===== config.mk =====
export PLATFORM = sky130hd
export DESIGN_NAME = stale_telemetry_watchdog
export DESIGN_NICKNAME = d
export VERILOG_FILES = /design/src/rtl/stw_pkg.sv /design/src/rtl/stw_cfg.sv /design/src/rtl/stw_core.sv /design/src/rtl/stale_telemetry_watchdog.sv
export SDC_FILE = /design/constraint.sdc
export NUM_CORES = 1
export LEC_CHECK = 0
export BUFFER_PORTS_ARGS = -buffer_cell sky130_fd_sc_hd__clkbuf_2
export CORE_MARGIN = 2
export CORE_UTILIZATION = 40
export DETAILED_ROUTE_END_ITERATION = 8
export GPL_ROUTABILITY_DRIVEN = 1
export SYNTH_ARGS = -nofsm -noshare
export SYNTH_HDL_FRONTEND = slang
export SYNTH_SLANG_ARGS = --single-unit

===== constraint.sdc =====
create_clock -name clk -period 5 [get_ports clk]
set_input_delay 0.25 -clock clk [delete_from_list [all_inputs] [get_ports clk]]
set_output_delay 0.25 -clock clk [all_outputs]
set_load 0.005 [all_outputs]

===== src/rtl/stw_pkg.sv =====
// Shared types and constants for the stale telemetry watchdog.
`timescale 1ns / 1ps

package stw_pkg;

  localparam int unsigned FrameCountW = 9;
  localparam int unsigned ChangeCountW = 16;
  localparam int unsigned InDataW = 112;
  localparam int unsigned OutDataW = 8;
  localparam int unsigned CfgAddrW = 3;

  localparam logic [7:0] CheckIntervalReset = 8'd20;
  localparam logic [15:0] WindowSecondsReset = 16'd900;

  // Register index, taken from paddr[2].
  localparam logic RegCheckInterval = 1'b0;
  localparam logic RegWindowSeconds = 1'b1;

  typedef struct packed {
    logic signed [15:0] pack_voltage;
    logic signed [15:0] pack_current;
    logic signed [15:0] max_cell_voltage;
    logic signed [7:0]  max_cell_temp;
    logic signed [7:0]  state_of_charge;
    logic [15:0]        time_left;
    logic [31:0]        now_seconds;
  } frame_t;

  typedef struct packed {
    logic [7:0]  check_interval;
    logic [15:0] window_seconds;
  } cfg_t;

  typedef struct packed {
    logic alarm;
    logic frame_valid;
  } result_t;

endpackage


===== src/rtl/stw_cfg.sv =====
// APB register file holding the check interval and the window length.
`timescale 1ns / 1ps

module stw_cfg
  import stw_pkg::*;
(
  input  logic                clk,
  input  logic                rst,
  input  logic                psel,
  input  logic                penable,
  input  logic                pwrite,
  input  logic [CfgAddrW-1:0] paddr,
  input  logic [31:0]         pwdata,
  output logic [31:0]         prdata,
  output logic                pready,
  output cfg_t                cfg
);

  logic wr_en;
  logic reg_sel;

  assign pready = 1'b1;
  assign wr_en = psel && penable && pwrite && pready;
  assign reg_sel = paddr[2];

  always_ff @(posedge clk) begin
    if (rst) begin
      cfg.check_interval <= CheckIntervalReset;
      cfg.window_seconds <= WindowSecondsReset;
    end else if (wr_en) begin
      unique case (reg_sel)
        RegCheckInterval: cfg.check_interval <= pwdata[7:0];
        RegWindowSeconds: cfg.window_seconds <= pwdata[15:0];
        default: ;
      endcase
    end
  end

  always_comb begin
    unique case (reg_sel)
      RegCheckInterval: prdata = {24'd0, cfg.check_interval};
      RegWindowSeconds: prdata = {16'd0, cfg.window_seconds};
      default:          prdata = 32'd0;
    endcase
  end

  // Low address bits are not decoded.
  logic unused_addr;
  assign unused_addr = ^paddr[1:0];

endmodule


===== src/rtl/stw_core.sv =====
// Watchdog state and the combinational check of one registered frame.
`timescale 1ns / 1ps

module stw_core
  import stw_pkg::*;
(
  input  logic    clk,
  input  logic    rst,
  input  cfg_t    cfg,
  input  logic    fire,
  input  frame_t  frame,
  output result_t result
);

  logic                    started;
  logic [31:0]             window_start;
  logic [FrameCountW-1:0]  frame_count;
  logic [ChangeCountW-1:0] change_count;
  frame_t                  snap;

  logic                    started_next;
  logic [31:0]             window_start_next;
  logic [FrameCountW-1:0]  frame_count_next;
  logic [ChangeCountW-1:0] change_count_next;
  logic                    snap_load;

  logic                    valid;
  logic                    check;
  logic                    differs;
  logic                    reached;
  logic                    alarm;
  logic [31:0]             ws_eff;
  logic [31:0]             elapsed;
  logic [FrameCountW-1:0]  fc_inc;
  logic [ChangeCountW-1:0] cc_upd;

  function automatic logic positive16(logic signed [15:0] x);
    return (x != 16'sd0) && !x[15];
  endfunction

  function automatic logic positive8(logic signed [7:0] x);
    return (x != 8'sd0) && !x[7];
  endfunction

  always_comb begin
    valid = positive16(frame.pack_voltage) && positive16(frame.pack_current) &&
            positive16(frame.max_cell_voltage) && positive8(frame.max_cell_temp) &&
            positive8(frame.state_of_charge);

    // Before the first valid frame the frame itself is the snapshot.
    differs = started &&
              (frame.pack_voltage != snap.pack_voltage ||
               frame.pack_current != snap.pack_current ||
               frame.max_cell_voltage != snap.max_cell_voltage ||
               frame.max_cell_temp != snap.max_cell_temp ||
               frame.state_of_charge != snap.state_of_charge ||
               frame.time_left != snap.time_left);
    ws_eff = started ? window_start : frame.now_seconds;

    fc_inc = (frame_count == '1) ? frame_count : frame_count + 1'b1;
    check = frame_count > {1'b0, cfg.check_interval};

    cc_upd = change_count;
    if (differs && change_count != '1) cc_upd = change_count + 1'b1;

    // Time going backward counts as zero elapsed.
    elapsed = frame.now_seconds - ws_eff;
    if (frame.now_seconds < ws_eff) reached = (cfg.window_seconds == 16'd0);
    else                            reached = elapsed >= {16'd0, cfg.window_seconds};

    alarm = valid && check && reached && (cc_upd == '0);

    started_next = started;
    window_start_next = window_start;
    frame_count_next = frame_count;
    change_count_next = change_count;
    snap_load = 1'b0;
    if (valid) begin
      started_next = 1'b1;
      snap_load = !started || (check && differs);
      window_start_next = ws_eff;
      frame_count_next = fc_inc;
      if (check) begin
        change_count_next = cc_upd;
        if (reached) begin
          window_start_next = frame.now_seconds;
          if (cc_upd != '0) change_count_next = '0;
        end
        if (!alarm) frame_count_next = '0;
      end
    end

    result.alarm = alarm;
    result.frame_valid = valid;
  end

  always_ff @(posedge clk) begin
    if (rst) begin
      started <= 1'b0;
      window_start <= '0;
      frame_count <= '0;
      change_count <= '0;
      snap <= '0;
    end else if (fire) begin
      started <= started_next;
      window_start <= window_start_next;
      frame_count <= frame_count_next;
      change_count <= change_count_next;
      if (snap_load) snap <= frame;
    end
  end

endmodule


===== src/rtl/stale_telemetry_watchdog.sv =====
// Top level: stream input register, watchdog core, result register, APB port.
`timescale 1ns / 1ps

// Takes one battery status frame per item and returns one result per item:
// frame_valid tells whether voltage, current, cell voltage, temperature and
// state of charge were all positive, and alarm goes high when an observation
// window of window_seconds closed with no telemetry change seen. Frames are
// compared with a stored snapshot only once the valid-frame counter exceeds
// check_interval. The block accepts one item per clock while the result side
// does not stall: an item waits in the input register, where the whole check
// and state update runs combinationally, and its result is loaded into the
// output register when the input stage advances. A stall on the result side
// holds both stages. The output register lets a new item be accepted while a
// result is still waiting to be taken.
module stale_telemetry_watchdog
  import stw_pkg::*;
(
  input  logic                clk,
  input  logic                rst,
  input  logic                s_tvalid,
  output logic                s_tready,
  // pack_voltage[15:0], pack_current[31:16], max_cell_voltage[47:32],
  // max_cell_temp[55:48], state_of_charge[63:56], time_left[79:64],
  // now_seconds[111:80]
  input  logic [InDataW-1:0]  s_tdata,
  output logic                m_tvalid,
  input  logic                m_tready,
  // alarm[0], frame_valid[1], zero fill[7:2]
  output logic [OutDataW-1:0] m_tdata,
  input  logic                psel,
  input  logic                penable,
  input  logic                pwrite,
  input  logic [CfgAddrW-1:0] paddr,
  input  logic [31:0]         pwdata,
  output logic [31:0]         prdata,
  output logic                pready
);

  cfg_t    cfg;
  frame_t  in_frame;
  frame_t  s1_frame;
  logic    s1_valid;
  logic    s1_fire;
  logic    s_fire;
  result_t result;
  result_t out_result;

  stw_cfg u_cfg (
    .clk     (clk),
    .rst     (rst),
    .psel    (psel),
    .penable (penable),
    .pwrite  (pwrite),
    .paddr   (paddr),
    .pwdata  (pwdata),
    .prdata  (prdata),
    .pready  (pready),
    .cfg     (cfg)
  );

  assign in_frame.pack_voltage     = s_tdata[15:0];
  assign in_frame.pack_current     = s_tdata[31:16];
  assign in_frame.max_cell_voltage = s_tdata[47:32];
  assign in_frame.max_cell_temp    = s_tdata[55:48];
  assign in_frame.state_of_charge  = s_tdata[63:56];
  assign in_frame.time_left        = s_tdata[79:64];
  assign in_frame.now_seconds      = s_tdata[111:80];

  // Advance the input stage whenever the result register is free or draining.
  assign s1_fire  = s1_valid && (!m_tvalid || m_tready);
  assign s_tready = !s1_valid || s1_fire;
  assign s_fire   = s_tvalid && s_tready;

  always_ff @(posedge clk) begin
    if (rst) begin
      s1_valid <= 1'b0;
    end else if (s_tready) begin
      s1_valid <= s_tvalid;
    end
  end

  always_ff @(posedge clk) begin
    if (s_fire) s1_frame <= in_frame;
  end

  stw_core u_core (
    .clk    (clk),
    .rst    (rst),
    .cfg    (cfg),
    .fire   (s1_fire),
    .frame  (s1_frame),
    .result (result)
  );

  always_ff @(posedge clk) begin
    if (rst) begin
      m_tvalid <= 1'b0;
    end else if (s1_fire) begin
      m_tvalid <= 1'b1;
    end else if (m_tready) begin
      m_tvalid <= 1'b0;
    end
  end

  always_ff @(posedge clk) begin
    if (s1_fire) out_result <= result;
  end

  assign m_tdata = {6'd0, out_result.frame_valid, out_result.alarm};

  a_alarm_needs_valid: assert property (@(posedge clk) disable iff (rst)
    m_tvalid |-> (!m_tdata[0] || m_tdata[1]))
    else $error("alarm raised on an invalid frame");

  a_result_follows_fire: assert property (@(posedge clk) disable iff (rst)
    s1_fire |=> m_tvalid && (m_tdata[0] == $past(result.alarm)))
    else $error("processed item did not reach the result register");

  a_no_accept_when_full: assert property (@(posedge clk) disable iff (rst)
    (s1_valid && m_tvalid && !m_tready) |-> !s_tready)
    else $error("item accepted while both stages are stalled");

  a_reset_empty: assert property (@(posedge clk)
    rst |=> !m_tvalid && !s1_valid)
    else $error("stages not empty after reset");

endmodule

==> results.tsv <==
metric	value	unit
portBuffers	155	
die_h	193.5	um
postSynthAreaPerCell	9.424	um^2
hp-class	in -> reg	
clk-insertion-delay-late	0.59	ns
crit_path_end_kind	flop	
ys_types	78	
ant_nets	0	
drc	0	
total_power	5.483	mW
h-tree-depth	1	
fin_nets	2022	
start_kind	flop	
wl_per_cell	16.56	um
clkPwrFrac	40.6	%
hold_viol_final	0	
syn_inst	1525	
fin_crit_sh	92.64	%
wl	38000	um
cts_tree	built	
worst-path-max-fanout	8	
initial_utilization	40.50	%
vias	11910	
antenna_found_initial	0	
synth_top_flop_cell	dfxtp_1	
p_seq_share	45.6	%
ys_warn_count	0	
leakage	7.207	nW
vias_per_cell	5.193	
fp-row-count	69	
core	0.03548	mm^2
gp_congestion	0.8687	
worst_clock_skew	0.01220	ns
grt_max_degree	79	
status	complete, no violations	
synth.largest_area_cell	edfxtp_1	
clk_path_buf_depth	3	
grt_first_pass_wirelength	60090	um
fmax	215.9	MHz
drtIter0Drc	646	
num_io_pins	197	
yosys_register_bits	278	
root_buffer	clkbuf_16	
cts_buffers	31	
sw_frac_of_total	26.04	%
power_frac_comb	13.7	%
path_class	reg -> reg	
worstPathRequired	5.45	ns
synth_top_area_share	23.82	%
synth_common_cells	nand2_1, dfxtp_1, a21oi_1	
met2_usage	33.31	%
async_reset_ff_share	0	%
setup_viol	0	
setup-tns-final	0	ns
maxSlewHeadroom	36.60	%
powerDensity	301.9	mW/mm^2
finalMaxSlewViolations	0	
die_w	193.5	um
synth_edf_count	114	
synth_area_leaders	edfxtp_1, dfxtp_1, nand2_1, xor2_1, ha_1	
gr-usage-met3	2.702	%
grt_use_total	19.55	%
finalCriticalPeriod	4.632	ns
synth.most_common_cell	nand2_1	
busiest_layer	met2	
p_int	4.056	mW
syn_to_final_growth	26.40	%
antenna_cells	0	
cap_violations	0	
peakVddDrop	0.2705	mV
dieArea	0.03746	mm^2
synth_area	0.01437	mm^2
met1_usage	26.01	%
worstPathArrival	5.08	ns
clk_pin_slew	0.06	ns
first_pass_iters	6	
clock_sinks	278	
p_switching	1.428	mW
hpwlAfterDp	25540	um
tightest_slew	0.9476	ns
ys_seq_area_share	46.67	%
grt_overflow	0	
layout-drive-gt1-share	15.93	%
grt_pass1_vias	11470	
==> logic make-up after synthesis <==
logic type | share of synthesized area [%]
compound gates | 13.76
xor+xnor | 6.765
fa+ha+maj | 5.276
buf+inv | 4.727
flops | 46.67
mux | 5.171
other cells | 0.05226
simple gates | 17.59
==> sequential cells by signal, summed over array words and instances (netlist names) <==
register,count
u_core.snap,80
s1_valid,1
u_core.frame_count,9
u_core.started,1
m_tdata,2
s1_frame,112
u_core.change_count,16
u_cfg.cfg,24
u_core.window_start,32
m_tvalid,1
==> layout make-up <==
| cell class | instances | area (um^2) |
|---|---|---|
| multi-input cells | 1122 | 7197 |
| fillers | 3170 | 17320 |
| clock buffers | 38 | 822.0 |
| inverters | 45 | 168.9 |
| repair buffers | 330 | 2517 |
| clock inverters | 20 | 172.7 |
| well taps | 461 | 576.8 |
| flip-flops and latches | 278 | 6710 |
==> worst max-delay path, stage by stage, from the launching register on <==
cell,delay (ns)
dfxtp_4,0.36
buf_12,0.11
mux2i_2,0.21
ha_2,0.34
a21o_1,0.21
nor2_2,0.14
o21ai_1,0.12
a21o_1,0.19
a21o_1,0.19
xor2_1,0.22
ha_1,0.27
o21ai_1,0.13
nand2b_1,0.08
a21oi_2,0.15
nor3_1,0.08
a2111oi_4,0.33
nand4_1,0.14
nor4_2,0.16
nand4_1,0.21
a22oi_2,0.27
buf_6,0.17
buf_12,0.15
mux2i_1,0.21
nor2_1,0.06
==> power by group through the flow <==
stage          registers [mW]  clock network (mW)  logic (mW)
3_3_place_gp             2.55                   0       0.624
2_1_floorplan            2.53                   0       0.443
6_report                 2.50                2.23       0.752
5_1_grt                  2.51                2.38       0.831
4_1_cts                  2.50                2.28       0.721
3_5_place_dp             2.55                   0       0.633
==> per-layer routing <==
| metal | part of all wire, % | routed length, um |
|---|---|---|
| met3 | 4.8 | 1820 |
| met1 | 46 | 17310 |
| met4 | 2.6 | 975 |
| met5 | 0 | 0 |
| met2 | 47 | 17890 |
==> worst paths after layout <==
check | start | to | slack, ns | cells after the start
setup / recovery | u_core.started$_SDFFE_PP0P_ | u_core.window_start[10]$_SDFFE_PP0P_ | 0.37 | 23
hold / removal | penable | u_cfg.cfg[4]$_SDFFE_PP0P_ | 0.26 | 6
setup reg to reg | u_core.started$_SDFFE_PP0P_ | u_core.window_start[10]$_SDFFE_PP0P_ | 0.37 | 23
hold reg to reg | u_core.snap[85]$_SDFFE_PP0P_ | u_core.snap[85]$_SDFFE_PP0P_ | 0.47 | 2
==> what timing repair did <==
item,CTS,global route
hold buffers,130,0
buffers inserted,1,4
gates resized for setup,5,28
gates cloned,1,2
pin swaps,1,18
setup endpoints to repair,44,56
endpoints found under the hold margin,138,0
==> placed cells by master, fill, tap and decap left out, types with 33 or more instances in the layout <==
cell	netlist	layout
ha_1	59	58
clkbuf_16	0	33
a21oi_1	143	139
nand4_1	39	39
o21ai_0	41	37
edfxtp_1	114	114
dfxtp_1	164	163
dlygate4sd3_1	0	130
xor2_1	87	87
clkbuf_2	0	154
inv_1	44	44
nor2_1	94	93
nor4_1	39	38
nand2_1	257	256
buf_4	23	38
mux2i_1	72	70
==> per-stage QoR <==
step	hold slack (ns)	utilization (%)	setup slack, ns	cells	instance area, um^2
global route	0.2786	51.19	-0.02381	2294	18160
floorplan	0.3489	-	0.03145	1546	14450
global placement	0.4266	44.00	0.002872	2098	15610
finish	0.2637	51.19	0.3679	2294	18160
detailed placement	0.4286	44.00	-0.2474	2098	15610
CTS	0.2298	50.63	0.006235	2288	17960
Power figures use the tool's default switching activity.
